[src/sv/fqq_pkg.sv]
package fqq_pkg;

	localparam int DEPTH = 16;
	localparam int IDX_W = (DEPTH > 1) ? $clog2(DEPTH) : 1;
	localparam int CNT_W = $clog2(DEPTH + 1);
	localparam int WORD_W = 32;

	localparam logic [IDX_W:0] DEPTH_X = (IDX_W + 1)'(DEPTH);
	localparam logic [CNT_W-1:0] DEPTH_C = CNT_W'(DEPTH);

	typedef enum logic [1:0] {
		FN_PUSH   = 2'd0,
		FN_POP    = 2'd1,
		FN_REV    = 2'd2,
		FN_STATUS = 2'd3
	} func_t;

	typedef enum logic [1:0] {
		STAT_OK    = 2'd0,
		STAT_EMPTY = 2'd1,
		STAT_FULL  = 2'd2
	} stat_t;

	typedef enum logic [1:0] {
		ST_IDLE,
		ST_OP,
		ST_WALK,
		ST_DONE
	} state_t;

	typedef struct packed {
		logic clear;
		logic en;
	} acc_ctl_t;

	// ring position of logical element k counted from the head
	function automatic logic [IDX_W-1:0] slot_fn(input logic [IDX_W-1:0] front,
		input logic [IDX_W-1:0] k, input logic rev);
		logic [IDX_W:0] s;
		if (!rev) begin
			s = {1'b0, front} + {1'b0, k};
			if (s >= DEPTH_X)
				s = s - DEPTH_X;
		end else begin
			if (front >= k)
				s = {1'b0, front} - {1'b0, k};
			else
				s = {1'b0, front} + DEPTH_X - {1'b0, k};
		end
		return s[IDX_W-1:0];
	endfunction

endpackage

[src/sv/fifo_queue_with_queries_unit.sv]
// channel   ports                                   handshake
// request   start, func, value                      start & !busy
// result    done, popped, status, occupancy,        done, one cycle, no stall
//           largest, largest_valid, total, tens_count
//
// A request passes through an operation state, then a walk over the
// stored words through the single RAM read port, one word per cycle,
// and a step to drain the registered read. done and !busy coincide, so a
// new request may be taken in the result cycle. Reset clears the pointers and
// count; the ring store itself is not cleared. Results cannot be held off.
module fifo_queue_with_queries_unit import fqq_pkg::*; (
	input  logic               clk,
	input  logic               arst_n,
	input  logic               start,
	input  logic [1:0]         func,
	input  logic signed [31:0] value,
	output logic               busy,
	output logic               done,
	output logic signed [31:0] popped,
	output logic [1:0]         status,
	output logic [4:0]         occupancy,
	output logic signed [31:0] largest,
	output logic               largest_valid,
	output logic signed [31:0] total,
	output logic [4:0]         tens_count
);

	state_t state_q, state_d;
	func_t func_q;
	stat_t status_q;
	logic signed [WORD_W-1:0] value_q, popped_q;
	logic [IDX_W-1:0] front_q;
	logic [CNT_W-1:0] fill_q, k_q, fill_m1;
	logic rev_q, rd_walk_s1, rd_pop_s1;

	logic we;
	logic [IDX_W-1:0] waddr, raddr;
	logic signed [WORD_W-1:0] rdata, acc_big, acc_sum;
	logic [CNT_W-1:0] acc_tens;
	acc_ctl_t acc_ctl;

	assign fill_m1 = fill_q - 1'b1;

	fqq_ram #(.W(WORD_W), .D(DEPTH)) u_ram (
		.clk   (clk),
		.we    (we),
		.waddr (waddr),
		.wdata (value_q),
		.raddr (raddr),
		.rdata (rdata)
	);

	fqq_acc u_acc (
		.clk    (clk),
		.arst_n (arst_n),
		.ctl    (acc_ctl),
		.data   (rdata),
		.big    (acc_big),
		.sum    (acc_sum),
		.tens   (acc_tens)
	);

	always_ff @(posedge clk or negedge arst_n) begin
		if (!arst_n)
			state_q <= ST_IDLE;
		else
			state_q <= state_d;
	end

	always_comb begin
		state_d = state_q;
		we = 1'b0;
		waddr = front_q;
		raddr = front_q;
		acc_ctl.clear = 1'b0;
		acc_ctl.en = rd_walk_s1;
		case (state_q)
			ST_IDLE, ST_DONE: begin
				state_d = start ? ST_OP : ST_IDLE;
			end
			ST_OP: begin
				acc_ctl.clear = 1'b1;
				state_d = ST_WALK;
				if (func_q == FN_PUSH && fill_q < DEPTH_C) begin
					we = 1'b1;
					waddr = slot_fn(front_q, fill_q[IDX_W-1:0], rev_q);
				end
			end
			ST_WALK: begin
				raddr = slot_fn(front_q, k_q[IDX_W-1:0], rev_q);
				if (k_q == fill_q)
					state_d = ST_DONE;
			end
			default: state_d = ST_IDLE;
		endcase
	end

	always_ff @(posedge clk or negedge arst_n) begin
		if (!arst_n) begin
			front_q <= '0;
			fill_q <= '0;
			rev_q <= 1'b0;
			k_q <= '0;
			status_q <= STAT_OK;
			rd_walk_s1 <= 1'b0;
			rd_pop_s1 <= 1'b0;
		end else begin
			case (state_q)
				ST_OP: begin
					status_q <= STAT_OK;
					k_q <= '0;
					rd_pop_s1 <= 1'b0;
					case (func_q)
						FN_PUSH: begin
							if (fill_q >= DEPTH_C)
								status_q <= STAT_FULL;
							else
								fill_q <= fill_q + 1'b1;
						end
						FN_POP: begin
							if (fill_q == '0) begin
								status_q <= STAT_EMPTY;
							end else begin
								front_q <= slot_fn(front_q, IDX_W'(1), rev_q);
								fill_q <= fill_m1;
								rd_pop_s1 <= 1'b1;
							end
						end
						FN_REV: begin
							if (fill_q != '0) begin
								front_q <= slot_fn(front_q, fill_m1[IDX_W-1:0], rev_q);
								rev_q <= ~rev_q;
							end
						end
						default: ;
					endcase
				end
				ST_WALK: begin
					rd_pop_s1 <= 1'b0;
					if (k_q < fill_q) begin
						k_q <= k_q + 1'b1;
						rd_walk_s1 <= 1'b1;
					end else begin
						rd_walk_s1 <= 1'b0;
					end
				end
				default: begin
					rd_walk_s1 <= 1'b0;
					rd_pop_s1 <= 1'b0;
				end
			endcase
		end
	end

	always_ff @(posedge clk) begin
		if ((state_q == ST_IDLE || state_q == ST_DONE) && start) begin
			func_q <= func_t'(func);
			value_q <= value;
		end
		if (state_q == ST_OP)
			popped_q <= '0;
		else if (state_q == ST_WALK && rd_pop_s1)
			popped_q <= rdata;
	end

	assign busy = (state_q == ST_OP) || (state_q == ST_WALK);
	assign done = (state_q == ST_DONE);
	assign popped = popped_q;
	assign status = status_q;
	assign occupancy = 5'(fill_q);
	assign largest_valid = (fill_q != '0);
	assign largest = (fill_q != '0) ? acc_big : '0;
	assign total = acc_sum;
	assign tens_count = 5'(acc_tens);

endmodule

[src/sv/fqq_ram.sv]
module fqq_ram #(
	parameter int W = 32,
	parameter int D = 16,
	parameter int AW = (D > 1) ? $clog2(D) : 1
) (
	input  logic          clk,
	input  logic          we,
	input  logic [AW-1:0] waddr,
	input  logic [W-1:0]  wdata,
	input  logic [AW-1:0] raddr,
	output logic [W-1:0]  rdata
);

	logic [W-1:0] mem [D];

	always_ff @(posedge clk) begin
		if (we)
			mem[waddr] <= wdata;
		rdata <= mem[raddr];
	end

endmodule

[src/sv/fqq_acc.sv]
module fqq_acc import fqq_pkg::*; (
	input  logic                     clk,
	input  logic                     arst_n,
	input  acc_ctl_t                 ctl,
	input  logic signed [WORD_W-1:0] data,
	output logic signed [WORD_W-1:0] big,
	output logic signed [WORD_W-1:0] sum,
	output logic [CNT_W-1:0]         tens
);

	logic signed [WORD_W-1:0] big_q, sum_q;
	logic [CNT_W-1:0] tens_q;
	logic first_q;
	logic is_ten;

	// 16 == 1 mod 5, so nibble sums keep the residue
	function automatic logic div5(input logic [WORD_W-1:0] m);
		logic [6:0] s;
		logic [4:0] r;
		s = '0;
		for (int i = 0; i < 8; i++)
			s = s + 7'(m[i*4 +: 4]);
		r = 5'(s[6:4]) + 5'(s[3:0]);
		if (r >= 5'd20)
			r = r - 5'd20;
		if (r >= 5'd10)
			r = r - 5'd10;
		if (r >= 5'd5)
			r = r - 5'd5;
		return r == 5'd0;
	endfunction

	always_comb begin
		logic [WORD_W-1:0] mag;
		mag = data[WORD_W-1] ? (~data + 1'b1) : data;
		is_ten = !data[0] && div5(mag);
	end

	always_ff @(posedge clk or negedge arst_n) begin
		if (!arst_n) begin
			first_q <= 1'b1;
			tens_q <= '0;
		end else if (ctl.clear) begin
			first_q <= 1'b1;
			tens_q <= '0;
		end else if (ctl.en) begin
			first_q <= 1'b0;
			if (is_ten)
				tens_q <= tens_q + 1'b1;
		end
	end

	always_ff @(posedge clk) begin
		if (ctl.clear) begin
			sum_q <= '0;
			big_q <= '0;
		end else if (ctl.en) begin
			sum_q <= sum_q + data;
			if (first_q || data > big_q)
				big_q <= data;
		end
	end

	assign big = big_q;
	assign sum = sum_q;
	assign tens = tens_q;

endmodule

[config.mk]
export PLATFORM = sky130hd
export DESIGN_NAME = fifo_queue_with_queries_unit
export DESIGN_NICKNAME = d
export VERILOG_FILES = /design/src/sv/fqq_pkg.sv /design/src/sv/fifo_queue_with_queries_unit.sv /design/src/sv/fqq_ram.sv /design/src/sv/fqq_acc.sv
export SDC_FILE = /design/constraint.sdc
export NUM_CORES = 1
export LEC_CHECK = 0
export CAP_MARGIN = 15
export CORE_UTILIZATION = 33
export CTS_CLUSTER_SIZE = 12
export DETAILED_ROUTE_END_ITERATION = 8
export DONT_BUFFER_PORTS = 1
export PLACE_DENSITY = 0.46
export RECOVER_POWER = 50
export SKIP_CTS_REPAIR_TIMING = 1
export SLEW_MARGIN = 20
export SYNTH_ARGS = -nofsm -noshare
export SYNTH_HDL_FRONTEND = slang
export SYNTH_SLANG_ARGS = --single-unit
[constraint.sdc]
create_clock -name clk -period 15.7 [get_ports clk]
set_clock_uncertainty 0.2 [all_clocks]
set_input_delay 3.14 -clock clk [delete_from_list [all_inputs] [get_ports clk]]
set_output_delay 3.14 -clock clk [all_outputs]
set_load 0.05 [all_outputs]
==> results of run 1 <==
cells in the mapped netlist (5+ instances only):
cell	count
a211oi_1	166
a21o_1	22
a21oi_1	144
a311oi_1	65
a31oi_1	74
and2_0	19
and2_1	115
clkbuf_1	141
dfrtp_1	26
dfxtp_1	128
edfxtp_1	546
fa_1	24
ha_1	106
inv_1	94
mux2i_1	54
nand2_1	385
nand2b_1	9
nand3_1	12
nand4_1	17
nor2_1	151
nor2b_1	12
nor3_1	16
o211ai_1	5
o21a_1	8
o21ai_0	43
o22ai_1	5
o31ai_1	9
o41ai_1	5
or3_1	5
xnor2_1	58
xor2_1	31
layer usage:
layer,track usage,vias up
met5,0,-
met4,0.0695,6
met3,0.0326,129
met2,0.313,422
met1,0.231,9927
li1,-,9431
metrics by stage:
| stage | worst slack (ns) | instance area [µm²] | utilization |
|---|---|---|---|
| 6_report | 6.76 | 35200 | 0.376 |
| 2_1_floorplan | 7.67 | 31200 | - |
| 3_3_place_gp | 7.21 | 32700 | 0.350 |
| 4_1_cts | 7.07 | 35200 | 0.376 |
| 3_5_place_dp | 7.09 | 32700 | 0.350 |
| 5_1_grt | 6.21 | 35200 | 0.376 |
worst max-delay path, delay by kind of cell, from the launching register on:
family	cells	cell delay [ns]
xor+xnor	6	1.35
simple gates	4	0.64
compound gates	7	1.38
buf+inv	4	1.37
flops	1	0.30
fa+ha+maj	8	3.50
worst paths after layout:
kind | start | end | slack, ns | cells after the start
max | u_ram.rdata[31] | u_acc.tens[4] | 6.76 | 29
min | front_q[0] | front_q[0] | 0.29 | 2
max reg2reg | u_ram.rdata[31] | u_acc.tens[4] | 6.76 | 29
min reg2reg | front_q[0] | front_q[0] | 0.29 | 2
max in group asynchronous | arst_n | u_acc.first_q | 13.12 | 0
min in group asynchronous | arst_n | state_q[1] | 2.00 | 0
flip-flops by register name, summed over array words and instances (netlist names):
name,cells
u_ram.mem,512
popped,32
u_acc.big,32
u_acc.sum,32
u_ram.rdata,32
value_q,32
k_q,5
occupancy,5
u_acc.tens,5
front_q,4
func_q,2
state_q,2
status,2
rd_pop_s1,1
rd_walk_s1,1
rev_q,1
u_acc.first_q,1
logic make-up (layout without fill, tap and decap cells):
group	after synthesis	in the layout	synth area share
and+or+nand+nor	773	773	0.113
xor gates and xnor gates	89	89	0.0250
AOI/OAI and AO/OA	583	583	0.127
muxes	58	58	0.0188
adders and majority gates	130	130	0.0579
DFF	701	701	0.629
buffers and inverters	243	282	0.0294
other	0	2	0
cell type report:
| type | count | share of cell area |
|---|---|---|
| multi-input cells | 1633 | 0.308 |
| clock buffers | 107 | 0.0619 |
| repair buffers | 36 | 0.00740 |
| inverters | 95 | 0.0101 |
| diodes | 2 | 0.000142 |
| clock inverters | 44 | 0.00914 |
| flip-flops and latches | 701 | 0.558 |
| well taps | 1254 | 0.0446 |
==> results.toml, run 1 <==
[clock_tree]
cts-root-buf = "clkbuf_16"
clkSinkCount = 701
cts_tree = "done"
htree_levels = 3
ctsLongestPathBuffers = 3
cts_buffers = 81
path_clk_slew_ns = 0.06
clkLatencyLatePin_ns = 0.64

[drt]
wl_met1_um = 37900
vias_per_cell = 5.14
top_layer_used = "met5"
drt_iter0_drc = 1362
drtPass1Iterations = 5
wl_per_cell_um = 22.7
ant_nets = 0
routed_wl_um = 88100
wl_met2_um = 43300
dr_total_vias = 19900
drc = 0
wl_met3_um = 4220

[sta]
drv_slew = 276
setup_tns_ns = 0
period_share = 0.569
rsz0062_at_grt = "false"
period_needed_ns = 8.94
setup_viol = 0
hold_violations = 0
relSlewSlack = -1.16
fmax_mhz = 112
tightestPinTransition_ns = 3.23
whs_ns = 0.287

[synth]
syn_area_um2 = 31200
synth-edff-count = 546
synthDistinctLibCells = 68
async_flop_share = 0.0385
synth_cells = 2577
synth_fp_nets = 2744
synth_area_leaders = "edfxtp_1 (53%), dfxtp_1 (8.2%), nand2_1 (4.6%)"
ys_seq_area_frac = 0.629
yosysTopAreaCell = "edfxtp_1"
synth_top_area_share = 0.526
postSynthAreaPerCell_um2 = 12.1
yosys_register_bits = 701
synth_ff_type = "edfxtp_1"
ys.warnings.count = 0

[grt]
grtUsageTotal = 0.183
grt_overflow_total = 0
grt_pass1_wl_um = 129000
grt_max_degree = 204
grt_pass1_vias = 19400
antenna_found_initial = 15

[cells_and_area]
mostFrequentLayoutCells = "edfxtp_1 (546), nand2_1 (385), a211oi_1 (166)"
layout_commonest_cell = "edfxtp_1"
areaGrowthSynthToFinish_pct = 12.7
register_area_um2 = 19600
multi_input_area_um2 = 10800
fillers = 8940
finalNonFillerCells = 3872
nNetsFinal = 2715
drive_gt1_frac = 0.0700

[outcome]
violations = "capacitance limit, slew limit"
status = "finished with violations"

[flow_run]
drv_cap = 7

[worst_setup_path]
worstPathRequired_ns = 15.95
crit_fanout = 37
crit_top_cell = "fa_1"
critPathLaunchType = "register"
end_kind = "register"
slowest_stage = "clkbuf_1"
path_class = "reg2reg"
crit_arrival_ns = 9.19
max_stage_delay_ns = 1.14

[placed_design]
place_inst = 3719
gp_congestion = 0.859
port_buffers = 0
place_hpwl_um = 52100

[floorplan]
initial_core_util = 0.334
die_w_um = 309
ioPinCount = 148
row_count = 112
die_y_um = 309
dieArea_um2 = 95800
core_area_um2 = 93500

[worst_hold_path]
hold_path.class = "reg2reg"
Power of run 1 is left out: the tool's default activity adds up to more than one toggle a clock period on the data nets, which glitch-free logic cannot reach.
==> run 2, diff against run 1 <==
Settings changed: PLACE_DENSITY 0.46 to 0.47.
Clock period 15.7 ns to 8.2 ns, I/O delays scaled along.
==> run 2 against run 1 <==
  * Die area did not move
  * Worst setup slack lost 6.5 ns
  * First-iteration DRC count shrank 1.2%
  * Worst hold slack worse by 0.0022 ns
  * Critical path depth up 1
  * Via count is 0.82% higher
  * Register-to-register slack lost 6.5 ns
  * Global-route usage is 0.10 points lower
  * Largest cell class unchanged
  * Flip-flop and latch count unchanged
  * Clock-buffer cell count fell by 6
  * Highest routed layer unchanged
  * Wire length shrank 0.31%
  * The run still ends with capacitance limit, slew limit left
==> results.toml, run 2 (synthesized netlist as in run 1, its figures left out) <==
[clock_tree]
cts_tree = "done"
ctsLongestPathBuffers = 3
cts-root-buf = "clkbuf_16"
htree_levels = 3
clkLatencyLatePin_ns = 0.64
clkSinkCount = 701
cts_buffers = 81
path_clk_slew_ns = 0.06

[cells_and_area]
regMostFlops = "u_ram.mem"
finalNonFillerCells = 3899
mostFrequentLayoutCells = "edfxtp_1 (546), nand2_1 (384), a211oi_1 (166)"
drive_gt1_frac = 0.0943
areaGrowthSynthToFinish_pct = 14.5
post-route-cell-area_um2 = 35700
largest_register_ffs = 512
nNetsFinal = 2746
layout_commonest_cell = "edfxtp_1"

[drt]
drc = 0
vias_per_cell = 5.15
ant_nets = 0
drtPass1Iterations = 7
drt_iter0_drc = 1345
dr_total_vias = 20100
routed_wl_um = 87800
wl_per_cell_um = 22.5

[sta]
hold_violations = 0
drv_slew = 16
period_share = 0.970
period_needed_ns = 7.96
fmax_mhz = 126
setup_viol = 0
relSlewSlack = -0.230
rsz0062_at_grt = "true"
tightestPinTransition_ns = 1.85

[grt]
grtUsageTotal = 0.182
grt_pass1_vias = 19800
grt_overflow_total = 0
grt_max_degree = 137
antenna_found_initial = 12
grt_pass1_wl_um = 130000

[worst_setup_path]
crit_arrival_ns = 8.30
crit_top_cell = "fa_1"
critPathLaunch = "u_ram.rdata[7]"
max_stage_delay_ns = 0.57
worstPathRequired_ns = 8.55
end_kind = "register"
slowest_stage = "fa_1"
crit_fanout = 5
path_class = "reg2reg"
critPathLaunchType = "register"
r2r_start = "u_ram.rdata[7]"

[placed_design]
place_hpwl_um = 51100
dpl_cell_area_um2 = 32900
place_inst = 3742
gp_congestion = 0.874
port_buffers = 0

[worst_hold_path]
worstHoldStart = "front_q[0]"
hold_path.class = "reg2reg"

[floorplan]
dieArea_um2 = 95800
ioPinCount = 148
die_y_um = 309
row_count = 112
initial_core_util = 0.334
core_area_um2 = 93500
die_w_um = 309

[flow_run]
drv_cap = 1

[outcome]
violations = "capacitance limit, slew limit"
status = "finished with violations"
run 2: path summary, 6_finish.rpt:
| kind | cells past startpoint | slack, ns | endpoint |
|---|---|---|---|
| hold reg to reg | 2 | 0.29 | front_q[0] |
| setup / recovery | 30 | 0.24 | u_acc.tens[4] |
| max in group asynchronous | 0 | 7.11 | u_acc.first_q |
| min in group asynchronous | 0 | 0.51 | occupancy[3] |
| setup reg to reg | 30 | 0.24 | u_acc.tens[4] |
| hold / removal | 2 | 0.29 | front_q[0] |
run 2: critical path, delay by kind of cell, from the launching register on:
family                     cells  cell delay (ns)
adders and majority gates      7             2.80
and+or+nand+nor                8             2.36
AOI/OAI and AO/OA              7             1.09
xor gates and xnor gates       5             0.82
DFF                            1             0.32
buffers and inverters          3             0.29
run 2: layer usage:
metal	up-vias	track usage	share of wire
met5	-	0	0.00046
met1	10100	0.229	0.43
met3	118	0.0342	0.048
met4	6	0.0475	0.018
li1	9474	-	-
met2	413	0.321	0.50
run 2: metrics by stage:
step | TNS, ns | setup slack [ns] | hold slack, ns | util
after floorplan | 0 | 0.172 | 0.250 | -
after global placement | 0 | 0.0664 | 0.269 | 0.352
after detailed placement | -0.515 | -0.186 | 0.276 | 0.352
after CTS | -0.700 | -0.230 | 0.289 | 0.380
after global routing | -0.216 | -0.139 | 0.309 | 0.382
final | 0 | 0.244 | 0.285 | 0.382
run 2: area by class of cell:
| type | count | area, µm² |
|---|---|---|
| sequential | 701 | 19600 |
| clock buffer | 101 | 2190 |
| inverter | 95 | 357 |
| antenna | 4 | 10.0 |
| timing repair buffer | 67 | 533 |
| tap | 1254 | 1570 |
| multi-input combinational | 1633 | 11000 |
| clock inverter | 44 | 439 |
| fill | 8938 | 57700 |
Power of run 2 is left out for the same reason.
==> run 3, diff against run 2 <==
Settings changed: CORE_MARGIN set to 5, SYNTH_HIERARCHICAL set to 1.
==> run 3 against run 2 <==
  * The flow still finishes with violations (capacitance limit, slew limit)
  * First-iteration DRC count shrank 4.2%
  * Via count is 15% lower
  * Clock-buffer cell count shrank 2
  * Synthesized area fell by 2.3%
  * Sequential share of layout area up 1.2 points
  * Register-to-register slack improved by 0.16 ns
  * Critical path depth decreased by 1
  * Worst hold slack improved by 0.0085 ns
  * Core utilization shrank 0.10 points
  * Critical path type unchanged
  * Largest cell class unchanged
  * Highest routed layer unchanged
==> results.toml, run 3 <==
[grt]
grtUsageTotal = 0.169
grt_overflow_total = 0
grt_pass1_wl_um = 123000
antenna_found_initial = 13
grt_max_degree = 129
grt_pass1_vias = 18000

[synth]
synth_area_leaders = "edfxtp_1 (54%), mux4_2 (9.5%), dfxtp_1 (8.4%)"
yosysMostFrequentCell = "edfxtp_1"
yosys-top-cells-count = "edfxtp_1 (546), nand2_1 (157), dfxtp_1 (128), mux4_2 (128), nor2_1 (110)"
synth_top_area_share = 0.538
synthDistinctLibCells = 80
yosys_register_bits = 701
async_flop_share = 0.0385
synth_cells = 2016
ys.warnings.count = 6
syn_area_um2 = 30500
synth_fp_nets = 2180
synth_ff_type = "edfxtp_1"
synth-edff-count = 546
ys_seq_area_frac = 0.644
yosysTopAreaCell = "edfxtp_1"
postSynthAreaPerCell_um2 = 15.1

[drt]
ant_nets = 0
vias_per_cell = 5.16
routed_wl_um = 83800
drc = 0
wl_per_cell_um = 25.3
drtPass1Iterations = 5
drt_iter0_drc = 1289
dr_total_vias = 17100

[cells_and_area]
mostFrequentLayoutCells = "edfxtp_1 (546), nand2_1 (157), mux4_2 (128)"
drive_gt1_frac = 0.166
largest_register_ffs = 512
nNetsFinal = 2234
final_util = 0.381
areaGrowthSynthToFinish_pct = 14.7
regMostFlops = "u_ram/mem"
layout_commonest_cell = "edfxtp_1"

[flow_run]
drv_cap = 4

[outcome]
violations = "capacitance limit, slew limit"
status = "finished with violations"

[floorplan]
die_w_um = 314
die_y_um = 314
ioPinCount = 148
core_area_um2 = 91700
initial_core_util = 0.332
row_count = 111
dieArea_um2 = 98500

[sta]
period_share = 0.951
rsz0062_at_grt = "false"
period_needed_ns = 7.80
setup_tns_ns = 0
tightestPinTransition_ns = 2.60
relSlewSlack = -0.735
hold_violations = 0
drv_slew = 154
fmax_mhz = 128
setup_viol = 0

[clock_tree]
ctsLongestPathBuffers = 3
path_clk_slew_ns = 0.06
cts_buffers = 81
htree_levels = 3
clkSinkCount = 701
cts-root-buf = "clkbuf_16"
cts_tree = "done"
clkLatencyLatePin_ns = 0.64

[worst_setup_path]
path_class = "reg2reg"
slowest_stage = "fa_1"
crit_arrival_ns = 8.16
crit_top_cell = "fa_1"
worstPathRequired_ns = 8.56
max_stage_delay_ns = 0.59
crit_fanout = 8
critPathLaunchType = "register"
end_kind = "register"

[placed_design]
gp_congestion = 0.835
place_hpwl_um = 51000
port_buffers = 0

[worst_hold_path]
hold_path.class = "reg2reg"
## run 3: cell count changes after synthesis, sizes merged, moves of 31 or more
cell    delta
nand2    -228
a211oi   -160
mux4     +128
and2      -96
clkbuf    -91
a31oi     -69
a311oi    -65
a22oi     +63
a21oi     -58
nor2      -41
buf       +31
## run 3: kinds of logic after synthesis
family,synth area share
simple gates,0.0688
mux,0.115
fa+ha+maj,0.0591
flops,0.644
compound gates,0.0647
xor+xnor,0.0227
buf+inv,0.0254
## run 3: metrics by stage
step / cells / setup slack (ns) / hold slack, ns / cell area [µm²]
global placement: 3169 / 0.316 / 0.285 / 32200
finish: 3320 / 0.402 / 0.294 / 34900
CTS: 3317 / 0.151 / 0.299 / 34900
global route: 3319 / 0.0233 / 0.329 / 34900
detailed placement: 3171 / 0.159 / 0.281 / 32200
floorplan: 2016 / 0.427 / 0.248 / 30500
## run 3: worst max-delay path: cells and delay by family, from the launching register on
family          cells  cell delay, ns
flops               1            0.31
simple gates        8            1.97
buf+inv             4            0.42
compound gates      4            0.61
fa+ha+maj           8            3.44
xor+xnor            5            0.75
## run 3: final cells by class
type	instances	area [µm²]
tap	1186	1480
fill	8494	56700
timing repair buffer	59	500
antenna	1	2.50
clock inverter	47	579
inverter	99	372
multi-input combinational	1128	10200
sequential	701	19600
clock buffer	99	2140
## run 3: final timing paths
kind                                startpoint       endpoint  slack [ns]  cells after the start
worst max register to register  u_ram/rdata[6]  u_acc/tens[4]        0.40                     29
min in group asynchronous               arst_n  u_acc/tens[0]        0.51                      0
worst max-delay path            u_ram/rdata[6]  u_acc/tens[4]        0.40                     29
max in group asynchronous               arst_n  u_acc/first_q        7.11                      0
worst min-delay path                    k_q[4]         k_q[4]        0.29                      1
worst min register to register          k_q[4]         k_q[4]        0.29                      1
## run 3: per-layer routing
metal,part of all wire,vias up,GRT usage,routed length (µm)
li1,-,7758,-,-
met1,0.43,8893,0.219,36000
met2,0.50,347,0.293,42000
met3,0.047,130,0.0342,3930
met4,0.022,16,0.0443,1820
met5,0.0013,-,0,113
Power of run 3 is left out for the same reason.
